### config.mk
export PLATFORM = sky130hd
export DESIGN_NAME = window_stack_hit_test_top
export DESIGN_NICKNAME = d
export VERILOG_FILES = /design/src/rtl/core/wsht_pkg.sv /design/src/rtl/core/wsht_ram.sv /design/src/rtl/core/wsht_ctrl.sv /design/src/rtl/core/wsht_datapath.sv /design/src/rtl/core/window_stack_hit_test_top.sv
export VERILOG_INCLUDE_DIRS = /design/src /design/src/rtl/core
export SDC_FILE = /design/constraint.sdc
export NUM_CORES = 1
export LEC_CHECK = 0
export ABC_AREA = 1
export BUFFER_PORTS_ARGS = -buffer_cell sky130_fd_sc_hd__buf_2
export CAP_MARGIN = 30
export CORE_MARGIN = 1.5
export CORE_UTILIZATION = 42
export CTS_CLUSTER_DIAMETER = 40
export DETAILED_ROUTE_END_ITERATION = 8
export GPL_ROUTABILITY_DRIVEN = 0
export SLEW_MARGIN = 20
export SYNTH_ARGS = -nofsm -noshare
export SYNTH_HDL_FRONTEND = slang
export SYNTH_SLANG_ARGS = --single-unit
export TNS_END_PERCENT = 1
### constraint.sdc
create_clock -name clock -period 5.7 [get_ports clock]
set_input_delay 0.57 -clock clock [delete_from_list [all_inputs] [get_ports clock]]
set_output_delay 0.57 -clock clock [all_outputs]
set_load 0.05 [all_outputs]
### src/rtl/core/window_stack_hit_test_top_defines.svh
// Assertion macros shared by the window stack hit test modules.
`ifndef WINDOW_STACK_HIT_TEST_TOP_DEFINES_SVH
`define WINDOW_STACK_HIT_TEST_TOP_DEFINES_SVH

// Same-cycle implication, switched off while reset is high.
`define WSHT_ASSERT_IMP(label, clk, rst, ante, cons, msg) \
   label: assert property (@(posedge clk) disable iff (rst) (ante) |-> (cons)) else $error(msg);

// Next-cycle implication, switched off while reset is high.
`define WSHT_ASSERT_NEXT(label, clk, rst, ante, cons, msg) \
   label: assert property (@(posedge clk) disable iff (rst) (ante) |=> (cons)) else $error(msg);

`endif

### src/rtl/core/wsht_pkg.sv
// Package with the types, constants and codes of the window stack hit test.
`timescale 1ns / 1ps

package wsht_pkg;

   // Default configuration of the block.
   localparam int MAX_WINDOWS_DEF = 16;
   localparam int COORD_BITS_DEF  = 12;

   // Fixed widths of the result fields.
   localparam int STATUS_W = 2;
   localparam int NUM_W    = 5;

   // Request action codes.
   localparam logic ACT_LOAD  = 1'b0;
   localparam logic ACT_CLICK = 1'b1;

   // Result status codes.
   typedef enum logic [STATUS_W-1:0] {
      ST_HIT     = 2'd0,
      ST_IGNORED = 2'd1,
      ST_LOADED  = 2'd2,
      ST_FULL    = 2'd3
   } status_type;

   // Controller states.
   typedef enum logic [2:0] {
      CS_IDLE,
      CS_LOAD,
      CS_CLICK,
      CS_SCAN,
      CS_SHIFT
   } ctrl_state_type;

   // Commands from the controller to the datapath.
   typedef struct packed {
      logic       capture;
      logic       load_write;
      logic       scan_init;
      logic       scan_step;
      logic       shift_init;
      logic       shift_step;
      logic       resp_en;
      status_type resp_status;
   } cmd_type;

   // Status from the datapath to the controller.
   typedef struct packed {
      logic full;
      logic empty;
      logic hit;
      logic miss_done;
      logic shift_last;
   } stat_type;

endpackage

### src/rtl/core/wsht_ram.sv
// Generic simple dual-port RAM with one write port and a registered read port.
`timescale 1ns / 1ps

module wsht_ram #(
   parameter int WIDTH  = 8,
   parameter int DEPTH  = 16,
   parameter int ADDR_W = (DEPTH > 1) ? $clog2(DEPTH) : 1
) (
   input  logic              clock,
   input  logic              wr_en,
   input  logic [ADDR_W-1:0] wr_addr,
   input  logic [WIDTH-1:0]  wr_data,
   input  logic [ADDR_W-1:0] rd_addr,
   output logic [WIDTH-1:0]  rd_data
);

   logic [WIDTH-1:0] mem_ff [DEPTH];
   logic [WIDTH-1:0] rd_data_ff;

   // Write port and registered read port.
   always_ff @(posedge clock) begin
      if (wr_en) begin
         mem_ff[wr_addr] <= wr_data;
      end
      rd_data_ff <= mem_ff[rd_addr];
   end

   assign rd_data = rd_data_ff;

endmodule

### src/rtl/core/wsht_ctrl.sv
// Controller state machine that sequences loads, scans and reordering.
`timescale 1ns / 1ps
`include "window_stack_hit_test_top_defines.svh"

module wsht_ctrl (
   input  logic              clock,
   input  logic              reset,
   input  logic              start,
   input  logic              req_action,
   input  wsht_pkg::stat_type stat,
   output wsht_pkg::cmd_type  cmd,
   output logic              busy
);

   import wsht_pkg::*;

   ctrl_state_type state_ff;
   ctrl_state_type state_in;

   // State register.
   always_ff @(posedge clock) begin
      if (reset) begin
         state_ff <= CS_IDLE;
      end else begin
         state_ff <= state_in;
      end
   end

   // Next state and commands.
   always_comb begin
      state_in = state_ff;
      cmd      = '0;
      busy     = 1'b1;
      case (state_ff)
         CS_IDLE: begin
            busy = 1'b0;
            if (start) begin
               cmd.capture = 1'b1;
               state_in    = req_action ? CS_CLICK : CS_LOAD;
            end
         end
         CS_LOAD: begin
            cmd.resp_en = 1'b1;
            if (stat.full) begin
               cmd.resp_status = ST_FULL;
            end else begin
               cmd.load_write  = 1'b1;
               cmd.resp_status = ST_LOADED;
            end
            state_in = CS_IDLE;
         end
         CS_CLICK: begin
            if (stat.empty) begin
               cmd.resp_en     = 1'b1;
               cmd.resp_status = ST_IGNORED;
               state_in        = CS_IDLE;
            end else begin
               cmd.scan_init = 1'b1;
               state_in      = CS_SCAN;
            end
         end
         CS_SCAN: begin
            if (stat.hit) begin
               cmd.shift_init = 1'b1;
               state_in       = CS_SHIFT;
            end else if (stat.miss_done) begin
               cmd.resp_en     = 1'b1;
               cmd.resp_status = ST_IGNORED;
               state_in        = CS_IDLE;
            end else begin
               cmd.scan_step = 1'b1;
            end
         end
         CS_SHIFT: begin
            cmd.shift_step = 1'b1;
            if (stat.shift_last) begin
               cmd.resp_en     = 1'b1;
               cmd.resp_status = ST_HIT;
               state_in        = CS_IDLE;
            end
         end
         default: begin
            state_in = CS_IDLE;
         end
      endcase
   end

   // An accepted request always leaves the idle state, and every result ends the request.
   `WSHT_ASSERT_NEXT(a_accept_leaves_idle, clock, reset, start && !busy, state_ff != CS_IDLE, "accepted request did not start work")
   `WSHT_ASSERT_NEXT(a_resp_ends_request, clock, reset, cmd.resp_en, state_ff == CS_IDLE, "result issued without returning to idle")

endmodule

### src/rtl/core/wsht_datapath.sv
// Datapath: window store, stack order store, scan pipeline and result register.
`timescale 1ns / 1ps
`include "window_stack_hit_test_top_defines.svh"

module wsht_datapath #(
   parameter int MAX_WINDOWS = wsht_pkg::MAX_WINDOWS_DEF,
   parameter int COORD_BITS  = wsht_pkg::COORD_BITS_DEF
) (
   input  logic                         clock,
   input  logic                         reset,
   input  wsht_pkg::cmd_type            cmd,
   output wsht_pkg::stat_type           stat,
   input  logic [COORD_BITS-1:0]        req_left_x,
   input  logic [COORD_BITS-1:0]        req_bottom_y,
   input  logic [COORD_BITS-1:0]        req_right_x,
   input  logic [COORD_BITS-1:0]        req_top_y,
   input  logic [COORD_BITS-1:0]        req_click_x,
   input  logic [COORD_BITS-1:0]        req_click_y,
   output logic                         rsp_valid,
   output logic [wsht_pkg::STATUS_W-1:0] rsp_status,
   output logic [wsht_pkg::NUM_W-1:0]    rsp_window_number
);

   import wsht_pkg::*;

   localparam int SLOT_W = (MAX_WINDOWS > 1) ? $clog2(MAX_WINDOWS) : 1;
   localparam int CNT_W  = $clog2(MAX_WINDOWS + 1);
   localparam int RECT_W = 4 * COORD_BITS;

   // Latched request fields.
   logic [COORD_BITS-1:0] left_ff, bottom_ff, right_ff, top_ff, pt_x_ff, pt_y_ff;

   // Control registers and their next values.
   logic [CNT_W-1:0]  count_ff, count_in;
   logic [SLOT_W-1:0] iss_pos_ff, iss_pos_in;
   logic [CNT_W-1:0]  iss_left_ff, iss_left_in;
   logic              s1_valid_ff, s1_valid_in;
   logic [SLOT_W-1:0] s1_pos_ff, s1_pos_in;
   logic              s2_valid_ff, s2_valid_in;
   logic [SLOT_W-1:0] s2_pos_ff, s2_pos_in;
   logic [SLOT_W-1:0] s2_slot_ff, s2_slot_in;
   logic [SLOT_W-1:0] hit_slot_ff, hit_slot_in;
   logic [SLOT_W-1:0] sh_wr_ff, sh_wr_in;
   logic              rsp_valid_ff, rsp_valid_in;
   status_type        rsp_status_ff, rsp_status_in;
   logic [NUM_W-1:0]  rsp_number_ff, rsp_number_in;

   // Memory ports.
   logic              order_wr_en;
   logic [SLOT_W-1:0] order_wr_addr, order_wr_data, order_rd_addr, order_rd_data;
   logic [RECT_W-1:0] rect_wr_data, rect_rd_data;

   logic [CNT_W-1:0]      count_m1;
   logic [SLOT_W-1:0]     top_pos;
   logic [COORD_BITS-1:0] r_left, r_bottom, r_right, r_top;
   logic                  contains;
   logic [31:0]           hit_num_wide, load_num_wide;

   // Topmost occupied stack position.
   assign count_m1 = count_ff - CNT_W'(1);
   assign top_pos  = count_m1[SLOT_W-1:0];

   // Stack order store: one slot number per stack position.
   always_comb begin
      order_rd_addr = iss_pos_ff;
      if (cmd.shift_init) begin
         order_rd_addr = s2_pos_ff + SLOT_W'(1);
      end else if (cmd.shift_step) begin
         order_rd_addr = sh_wr_ff + SLOT_W'(2);
      end
      order_wr_en = cmd.load_write | cmd.shift_step;
      if (cmd.load_write) begin
         order_wr_addr = count_ff[SLOT_W-1:0];
         order_wr_data = count_ff[SLOT_W-1:0];
      end else begin
         order_wr_addr = sh_wr_ff;
         order_wr_data = stat.shift_last ? hit_slot_ff : order_rd_data;
      end
   end

   wsht_ram #(
      .WIDTH (SLOT_W),
      .DEPTH (MAX_WINDOWS),
      .ADDR_W(SLOT_W)
   ) u_order_ram (
      .clock  (clock),
      .wr_en  (order_wr_en),
      .wr_addr(order_wr_addr),
      .wr_data(order_wr_data),
      .rd_addr(order_rd_addr),
      .rd_data(order_rd_data)
   );

   // Rectangle store, read at the slot just fetched from the stack order.
   assign rect_wr_data = {top_ff, right_ff, bottom_ff, left_ff};

   wsht_ram #(
      .WIDTH (RECT_W),
      .DEPTH (MAX_WINDOWS),
      .ADDR_W(SLOT_W)
   ) u_rect_ram (
      .clock  (clock),
      .wr_en  (cmd.load_write),
      .wr_addr(count_ff[SLOT_W-1:0]),
      .wr_data(rect_wr_data),
      .rd_addr(order_rd_data),
      .rd_data(rect_rd_data)
   );

   // Inclusive point-in-rectangle test.
   assign r_left   = rect_rd_data[COORD_BITS-1:0];
   assign r_bottom = rect_rd_data[2*COORD_BITS-1:COORD_BITS];
   assign r_right  = rect_rd_data[3*COORD_BITS-1:2*COORD_BITS];
   assign r_top    = rect_rd_data[4*COORD_BITS-1:3*COORD_BITS];
   assign contains = (pt_x_ff >= r_left) && (pt_x_ff <= r_right) &&
                     (pt_y_ff >= r_bottom) && (pt_y_ff <= r_top);

   // Status towards the controller.
   always_comb begin
      stat.full       = (count_ff == CNT_W'(MAX_WINDOWS));
      stat.empty      = (count_ff == '0);
      stat.hit        = s2_valid_ff && contains;
      stat.miss_done  = s2_valid_ff && !contains && (s2_pos_ff == '0);
      stat.shift_last = (sh_wr_ff == top_pos);
   end

   // Window numbers count from one.
   assign hit_num_wide  = 32'(hit_slot_ff) + 32'd1;
   assign load_num_wide = 32'(count_ff) + 32'd1;

   // Next values of the control registers.
   always_comb begin
      count_in      = count_ff;
      iss_pos_in    = iss_pos_ff;
      iss_left_in   = iss_left_ff;
      s1_valid_in   = s1_valid_ff;
      s1_pos_in     = s1_pos_ff;
      s2_valid_in   = s2_valid_ff;
      s2_pos_in     = s2_pos_ff;
      s2_slot_in    = s2_slot_ff;
      hit_slot_in   = hit_slot_ff;
      sh_wr_in      = sh_wr_ff;
      rsp_valid_in  = cmd.resp_en;
      rsp_status_in = cmd.resp_status;
      case (cmd.resp_status)
         ST_HIT:    rsp_number_in = hit_num_wide[NUM_W-1:0];
         ST_LOADED: rsp_number_in = load_num_wide[NUM_W-1:0];
         default:   rsp_number_in = '0;
      endcase

      if (cmd.load_write) begin
         count_in = count_ff + CNT_W'(1);
      end

      // Scan from the top of the stack downwards, one position issued per cycle.
      if (cmd.scan_init) begin
         iss_pos_in  = top_pos;
         iss_left_in = count_ff;
         s1_valid_in = 1'b0;
         s2_valid_in = 1'b0;
      end else if (cmd.scan_step) begin
         if (iss_left_ff != '0) begin
            s1_valid_in = 1'b1;
            s1_pos_in   = iss_pos_ff;
            iss_pos_in  = iss_pos_ff - SLOT_W'(1);
            iss_left_in = iss_left_ff - CNT_W'(1);
         end else begin
            s1_valid_in = 1'b0;
         end
         s2_valid_in = s1_valid_ff;
         s2_pos_in   = s1_pos_ff;
         s2_slot_in  = order_rd_data;
      end

      // Move the windows above the hit down by one position.
      if (cmd.shift_init) begin
         hit_slot_in = s2_slot_ff;
         sh_wr_in    = s2_pos_ff;
      end else if (cmd.shift_step) begin
         sh_wr_in = sh_wr_ff + SLOT_W'(1);
      end
   end

   // Control registers.
   always_ff @(posedge clock) begin
      if (reset) begin
         count_ff     <= '0;
         iss_left_ff  <= '0;
         s1_valid_ff  <= 1'b0;
         s2_valid_ff  <= 1'b0;
         rsp_valid_ff <= 1'b0;
      end else begin
         count_ff     <= count_in;
         iss_left_ff  <= iss_left_in;
         s1_valid_ff  <= s1_valid_in;
         s2_valid_ff  <= s2_valid_in;
         rsp_valid_ff <= rsp_valid_in;
      end
   end

   // Payload registers.
   always_ff @(posedge clock) begin
      if (cmd.capture) begin
         left_ff   <= req_left_x;
         bottom_ff <= req_bottom_y;
         right_ff  <= req_right_x;
         top_ff    <= req_top_y;
         pt_x_ff   <= req_click_x;
         pt_y_ff   <= req_click_y;
      end
      iss_pos_ff    <= iss_pos_in;
      s1_pos_ff     <= s1_pos_in;
      s2_pos_ff     <= s2_pos_in;
      s2_slot_ff    <= s2_slot_in;
      hit_slot_ff   <= hit_slot_in;
      sh_wr_ff      <= sh_wr_in;
      rsp_status_ff <= rsp_status_in;
      rsp_number_ff <= rsp_number_in;
   end

   assign rsp_valid         = rsp_valid_ff;
   assign rsp_status        = rsp_status_ff;
   assign rsp_window_number = rsp_number_ff;

   // Occupancy stays in range, and scans and shifts touch only occupied positions.
   `WSHT_ASSERT_IMP(a_count_bound, clock, reset, 1'b1, count_ff <= CNT_W'(MAX_WINDOWS), "window count above capacity")
   `WSHT_ASSERT_IMP(a_hit_in_stack, clock, reset, stat.hit, CNT_W'(s2_pos_ff) < count_ff, "hit reported outside the stack")
   `WSHT_ASSERT_IMP(a_shift_in_stack, clock, reset, cmd.shift_step, CNT_W'(sh_wr_ff) < count_ff, "reorder write outside the stack")

endmodule

### src/rtl/core/window_stack_hit_test_top.sv
// A load stores its window on top of the stack, or reports full; a click on an empty
// stack is ignored. Otherwise a click scans the stack serially from the top down
// through the single read port of the stack-order memory; a miss is ignored, and a
// hit moves the windows above it down one position and puts the hit window on top.
// A new request is taken once busy is low; results are strobed for one cycle and
// cannot be stalled. Reset empties the stack at once; the memories are not cleared.
`timescale 1ns / 1ps

module window_stack_hit_test_top #(
   parameter int MAX_WINDOWS = wsht_pkg::MAX_WINDOWS_DEF,
   parameter int COORD_BITS  = wsht_pkg::COORD_BITS_DEF
) (
   input  logic                          clock,
   input  logic                          reset,
   input  logic                          start,
   output logic                          busy,
   input  logic                          req_action,
   input  logic [COORD_BITS-1:0]         req_left_x,
   input  logic [COORD_BITS-1:0]         req_bottom_y,
   input  logic [COORD_BITS-1:0]         req_right_x,
   input  logic [COORD_BITS-1:0]         req_top_y,
   input  logic [COORD_BITS-1:0]         req_click_x,
   input  logic [COORD_BITS-1:0]         req_click_y,
   output logic                          rsp_valid,
   output logic [wsht_pkg::STATUS_W-1:0] rsp_status,
   output logic [wsht_pkg::NUM_W-1:0]    rsp_window_number
);

   import wsht_pkg::*;

   cmd_type  cmd;
   stat_type stat;

   // Sequencer.
   wsht_ctrl u_ctrl (
      .clock     (clock),
      .reset     (reset),
      .start     (start),
      .req_action(req_action),
      .stat      (stat),
      .cmd       (cmd),
      .busy      (busy)
   );

   // Stores, scan pipeline and result register.
   wsht_datapath #(
      .MAX_WINDOWS(MAX_WINDOWS),
      .COORD_BITS (COORD_BITS)
   ) u_datapath (
      .clock            (clock),
      .reset            (reset),
      .cmd              (cmd),
      .stat             (stat),
      .req_left_x       (req_left_x),
      .req_bottom_y     (req_bottom_y),
      .req_right_x      (req_right_x),
      .req_top_y        (req_top_y),
      .req_click_x      (req_click_x),
      .req_click_y      (req_click_y),
      .rsp_valid        (rsp_valid),
      .rsp_status       (rsp_status),
      .rsp_window_number(rsp_window_number)
   );

endmodule

==> flow_metrics.py, run 1 <==
metrics = {
    "yosys": {
        "syn-instance-count": 2933,
        "avgSynthCellArea_um2": 13.7,
        "yosysSeqAreaShare_pct": 73.0,
        "synth-edff-count": 928,
        "synth-seq-cells": 1003,
        "syn_area_mm2": 0.0402,
        "synth_top_area_cell": "edfxtp_1",
        "synthTopCellsByCount": "928 x edfxtp_1, 336 x inv_1, 277 x o21ai_0",
        "yosysTopAreaCellShare_pct": 69.3,
        "synth-main-ff-cell": "edfxtp_1",
        "synthArstFlopShare_pct": 0,
        "synth.distinct_cells": 37,
        "syn_nets": 3070,
        "synthTopCellsByArea": "edfxtp_1 69%, mux2i_1 4.8%, dfxtp_1 3.7%",
        "ys_warn_count": 0,
        "post-synth-top-count-cell": "edfxtp_1",
    },
    "power_and_ir_drop": {
        "peakVddDrop_v": 0.000269,
        "cellPowerDensity_mw_per_mm2": 428,
        "leakagePower_nw": 17.5,
        "total_power_mw": 20.4,
    },
    "route": {
        "routed_wl_um": 97800,
        "ant_nets": 0,
        "wl_per_cell_um": 21.8,
        "via_per_inst": 5.33,
        "drt_iter0_drc": 2262,
        "drc": 0,
        "first_pass_iters": 5,
        "vias": 23900,
    },
    "global_route": {
        "grt_max_degree": 184,
        "antenna_found_initial": 7,
        "grt_overflow": 0,
        "grt_pass1_vias": 23900,
        "grt_pass1_wl_um": 147000,
        "grt_util_all_layers_pct": 20.0,
    },
    "placed_design": {
        "port_buffers": 84,
        "dp.cells": 4172,
        "dpl_cell_area_mm2": 0.0422,
        "pre_cts_ws_ps": 1810,
        "hpwlAfterDp_um": 54900,
    },
    "timing": {
        "setup_viol": 0,
        "fin_ws_ps": 1780,
        "fin_crit_sh_pct": 68.7,
        "fin_tns_setup_ps": 0,
        "max_freq_mhz": 255,
        "final.min_clock_period_ps": 3920,
        "max_slew_margin_pct": 30.8,
        "worstMarginPinSlew_ps": 1040,
        "clock_skew_ps": 30.9,
        "timing.hold.ws_ps": 51.1,
        "rsz0062_at_grt": "no",
        "hold_viol": 0,
        "final_max_slew_viol_count": 0,
    },
    "finish": {
        "layout.nets": 3249,
        "final_core_util_pct": 50.1,
        "stdcell_area_mm2": 0.0476,
        "drive_above_1_share_pct": 12.4,
        "synthToLayoutAreaGrowth_pct": 18.4,
        "stdcell_count": 4487,
        "antenna_cells": 0,
    },
    "setup_path": {
        "worstReg2RegEnd": "u_datapath.u_order_ram.rd_data[3]",
        "cp.required_ps": 6310,
        "cp.arrival_ps": 4520,
        "r2r_slack_ps": 1780,
        "r2r-start": "u_datapath.pt_x_ff[9]",
        "ff2ff_path_depth": 18,
        "crit_type": "register to register",
        "cp_max_fo": 33,
        "cp-start-kind": "register",
        "cp-startpoint": "u_datapath.pt_x_ff[9]",
        "end_kind": "register",
    },
    "min_path": {
        "hold_start": "req_click_x[3]",
        "holdPathEnd": "u_datapath.pt_x_ff[3]",
        "hold_path_depth": 1,
        "hp-class": "primary input to register",
    },
    "clock_network": {
        "ctsResizeCount": 0,
        "holdBufCountCts": 62,
        "clk_pin_slew_worst_paths_ps": 60,
        "cts_num_sinks": 1003,
        "clk_latency_ps": 740,
        "cts_made_buffers": 140,
        "cts_setup_buffers": 0,
        "clk_path_buf_depth": 3,
        "cts.htree.levels": 4,
        "clock-root-buffer": "clkbuf_16",
        "tritoncts": "done",
    },
    "flow_run": {
        "cap_violations": 0,
    },
    "die": {
        "core_mm2": 0.0950,
        "pin_count": 85,
        "fp.dieH_um": 313,
        "num_rows": 113,
        "start_util_pct": 42.3,
        "die-area_mm2": 0.0977,
        "chipWidth_um": 313,
    },
    "run_status": {
        "status": "finished, final reports clean",
    },
}
worst max-delay path by stage:
stage | endpoint | slack (ps) | cells past startpoint
final | u_datapath.u_order_ram.rd_data[3] | 1780 | 18
after global routing | u_datapath.u_order_ram.rd_data[1] | 1390 | 18
after CTS | u_datapath.u_order_ram.rd_data[3] | 1800 | 18
after detailed placement | u_datapath.u_rect_ram.mem_ff[14][22] | 1810 | 8
after global placement | u_datapath.u_order_ram.rd_data[1] | 1930 | 18
after floorplan | u_datapath.u_rect_ram.mem_ff[12][0] | 710 | 6
registers in the layout (all words and copies together) (netlist names), 12 cells and up:
name	flops
u_datapath.bottom_ff	12
u_datapath.left_ff	12
u_datapath.pt_x_ff	12
u_datapath.pt_y_ff	12
u_datapath.right_ff	12
u_datapath.top_ff	12
u_datapath.u_order_ram.mem_ff	64
u_datapath.u_rect_ram.mem_ff	768
u_datapath.u_rect_ram.rd_data	48
cells by family after synthesis:
family / count (synthesis) / synth area share (%)
xor+xnor: 19 / 0.414
flops: 1003 / 73.0
buf+inv: 494 / 4.85
compound gates: 709 / 10.1
mux: 194 / 4.83
simple gates: 453 / 4.89
fa+ha+maj: 61 / 1.90
layout by cell type (no fill, tap or decap), types with 3 or more instances in the layout:
| cell | netlist | final |
|---|---|---|
| inv_1 | 336 | 333 |
| xor2_1 | 11 | 11 |
| clkinv_4 | 0 | 11 |
| buf_12 | 0 | 9 |
| buf_2 | 42 | 84 |
| dfxtp_1 | 75 | 71 |
| nand2_2 | 5 | 5 |
| inv_2 | 2 | 4 |
| dlygate4sd3_1 | 0 | 62 |
| a21oi_1 | 226 | 226 |
| nand4_1 | 6 | 6 |
| xnor2_1 | 8 | 8 |
| mux2i_1 | 194 | 194 |
| buf_16 | 0 | 3 |
| nand3b_1 | 9 | 9 |
| inv_6 | 0 | 16 |
| clkinvlp_4 | 0 | 9 |
| inv_8 | 0 | 11 |
| bufinv_16 | 0 | 16 |
| nor3_2 | 0 | 3 |
| nor2_1 | 65 | 51 |
| clkinv_1 | 0 | 9 |
| clkbuf_16 | 0 | 145 |
| o21ai_1 | 2 | 3 |
| clkbuf_1 | 98 | 15 |
| nor2_4 | 2 | 16 |
| clkinv_8 | 0 | 5 |
| buf_4 | 5 | 34 |
| dfxtp_4 | 0 | 3 |
| clkinv_2 | 1 | 15 |
| ha_1 | 61 | 61 |
| nand3_1 | 122 | 122 |
| nor3_1 | 8 | 5 |
| edfxtp_1 | 928 | 928 |
| nand2_1 | 230 | 230 |
| o21ai_0 | 277 | 275 |
| o211ai_1 | 194 | 194 |
area by class of cell:
cell class / count / area (um2)
fillers: 8002 / 47400
flip-flops and latches: 1003 / 29400
multi-input cells: 1436 / 9040
clock buffers: 162 / 3710
well taps: 1265 / 1580
repair buffers: 192 / 1560
inverters: 339 / 1280
clock inverters: 90 / 1080
critical path, cell delays in order (launching register included):
cell and delay (ps):
edfxtp_1 440, ha_1 330, nand2_1 60, inv_2 50
nand2_2 50, nor2_2 120, nand4_1 100, nand2_1 300
nand3_2 140, nor2_4 290, nand3_2 300, nand2_2 540
nand2_2 490, nand2_1 180, nand2_1 80, nand2_1 60
nand3_1 90, nand3_1 80, nand2_1 60
power by group:
group	switching (mW)	leakage, nW	internal, mW
Sequential	0.404	9.02	8.65
Clock	3.34	2.33	5.48
Combinational	1.73	6.17	0.800
routing by layer:
layer | GRT usage [%] | part of all wire, % | vias to the layer above
met5 | 0 | 0 | -
met4 | 6.81 | 2.5 | 0
met3 | 3.24 | 5.8 | 175
met2 | 32.5 | 47 | 727
met1 | 27.5 | 45 | 11900
li1 | - | - | 11100
(Power assumes the default switching activity.)
==> run 2: changes to the inputs <==
- clock period: 5.7 -> 3.4 ns (I/O delays scaled with it)
==> flow_metrics.py, run 2 (synthesis results as in run 1) <==
metrics = {
    "finish": {
        "layout_commonest_cell": "edfxtp_1",
        "top_register": "u_datapath.u_rect_ram.mem_ff",
        "drive_above_1_share_pct": 13.1,
        "final_cell_mix": "928 x edfxtp_1, 333 x inv_1, 276 x o21ai_0",
        "synthToLayoutAreaGrowth_pct": 19.8,
        "largest_reg_flops": 768,
        "stdcell_area_mm2": 0.0482,
        "antenna_cells": 0,
        "layout.nets": 3283,
    },
    "die": {
        "start_util_pct": 42.3,
        "chipWidth_um": 313,
        "core_mm2": 0.0950,
        "pin_count": 85,
        "die-area_mm2": 0.0977,
        "fp.dieH_um": 313,
        "num_rows": 113,
    },
    "route": {
        "via_per_inst": 5.37,
        "drc": 0,
        "drt_iter0_drc": 2505,
        "wl_per_cell_um": 22.3,
        "vias": 24300,
        "first_pass_iters": 5,
        "ant_nets": 0,
        "routed_wl_um": 101000,
    },
    "global_route": {
        "grt_pass1_wl_um": 151000,
        "antenna_found_initial": 5,
        "grt_overflow": 0,
        "grt_util_all_layers_pct": 20.7,
        "grt_max_degree": 156,
        "grt_pass1_vias": 24400,
    },
    "clock_network": {
        "tritoncts": "done",
        "clock-root-buffer": "clkbuf_16",
        "ctsResizeCount": 0,
        "clk_path_buf_depth": 3,
        "cts_made_buffers": 140,
        "cts_num_sinks": 1003,
        "cts_setup_buffers": 0,
        "cts.htree.levels": 4,
        "clk_latency_ps": 750,
        "holdBufCountCts": 74,
        "clk_pin_slew_worst_paths_ps": 60,
    },
    "power_and_ir_drop": {
        "clkPwrFrac_pct": 43.8,
        "combPwrFrac_pct": 12.5,
        "total_power_mw": 34.5,
        "leakagePower_nw": 17.8,
        "p_int_mw": 25.3,
        "pwr-share-seq_pct": 43.7,
        "peakVddDrop_v": 0.000362,
        "cellPowerDensity_mw_per_mm2": 715,
        "p_sw_mw": 9.19,
        "swShare_pct": 26.7,
    },
    "timing": {
        "fin_tns_setup_ps": 0,
        "hold_viol": 0,
        "worstMarginPinSlew_ps": 1010,
        "final.min_clock_period_ps": 3090,
        "setup_viol": 0,
        "final_max_slew_viol_count": 0,
        "fin_crit_sh_pct": 90.9,
        "clock_skew_ps": 32.5,
        "rsz0062_at_grt": "no",
        "max_slew_margin_pct": 32.4,
        "max_freq_mhz": 324,
    },
    "setup_path": {
        "cp.arrival_ps": 3700,
        "cp.required_ps": 4010,
        "cp_max_fo": 32,
        "end_kind": "register",
        "crit_type": "register to register",
        "cp-start-kind": "register",
    },
    "flow_run": {
        "cap_violations": 0,
    },
    "run_status": {
        "status": "finished, final reports clean",
    },
    "placed_design": {
        "port_buffers": 84,
        "hpwlAfterDp_um": 54000,
        "dpl_cell_area_mm2": 0.0425,
    },
    "min_path": {
        "hp-class": "primary input to register",
    },
}
[run 2: metrics by stage]
step                util (%)  worst slack, ps  hold slack, ps  instances
floorplan                  -             -634             400       2933
global placement        44.8              482             409       4194
detailed placement      44.8              365             407       4195
CTS                     50.7              324             172       4529
global route            50.7            0.771             273       4529
finish                  50.7              310             237       4529
[run 2: worst max-delay path, stage by stage, from the launching register on]
cell,delay (ps)
edfxtp_1,410
ha_1,320
nand2_1,70
inv_1,70
nand2_1,50
nor2_1,90
nand2_1,60
nand4_1,200
nand3_2,140
nor2_4,190
nand3_2,270
nand2_2,190
nand2_2,340
nand2_1,180
nand2_1,70
nand2_1,70
nand3_1,80
nand3_1,90
nand2_1,50
[run 2: power groups by stage]
stage          combinational (mW)  sequential, mW  clock (mW)
6_report                     4.31            15.1        15.1
5_1_grt                      4.79            15.1        15.8
2_1_floorplan                2.77            15.1           0
3_3_place_gp                 4.17            15.3           0
3_5_place_dp                 4.25            15.3           0
4_1_cts                      4.35            15.1        15.3
[run 2: metal layers]
layer	GRT usage (%)	part of all wire, %	up-vias
met5	0	0.013	-
met4	6.82	2.3	2
met3	3.42	5.6	176
met2	34.1	48	816
met1	27.9	44	12200
li1	-	-	11200
[run 2: area by class of cell]
class	count	area (um2)
sequential	1003	29400
clock buffer	163	3710
clock inverter	97	1210
tap	1265	1580
fill	7971	46800
multi-input combinational	1436	9050
inverter	339	1280
timing repair buffer	226	1980
[run 2: final timing paths]
check	from	to	slack (ps)	cells after the start
hold / removal	start	u_ctrl.state_ff[1]	240	6
setup / recovery	u_datapath.pt_y_ff[11]	u_datapath.u_order_ram.rd_data[2]	310	18
hold reg to reg	u_datapath.s1_pos_ff[2]	u_datapath.s2_pos_ff[2]	420	0
setup reg to reg	u_datapath.pt_y_ff[11]	u_datapath.u_order_ram.rd_data[2]	310	18
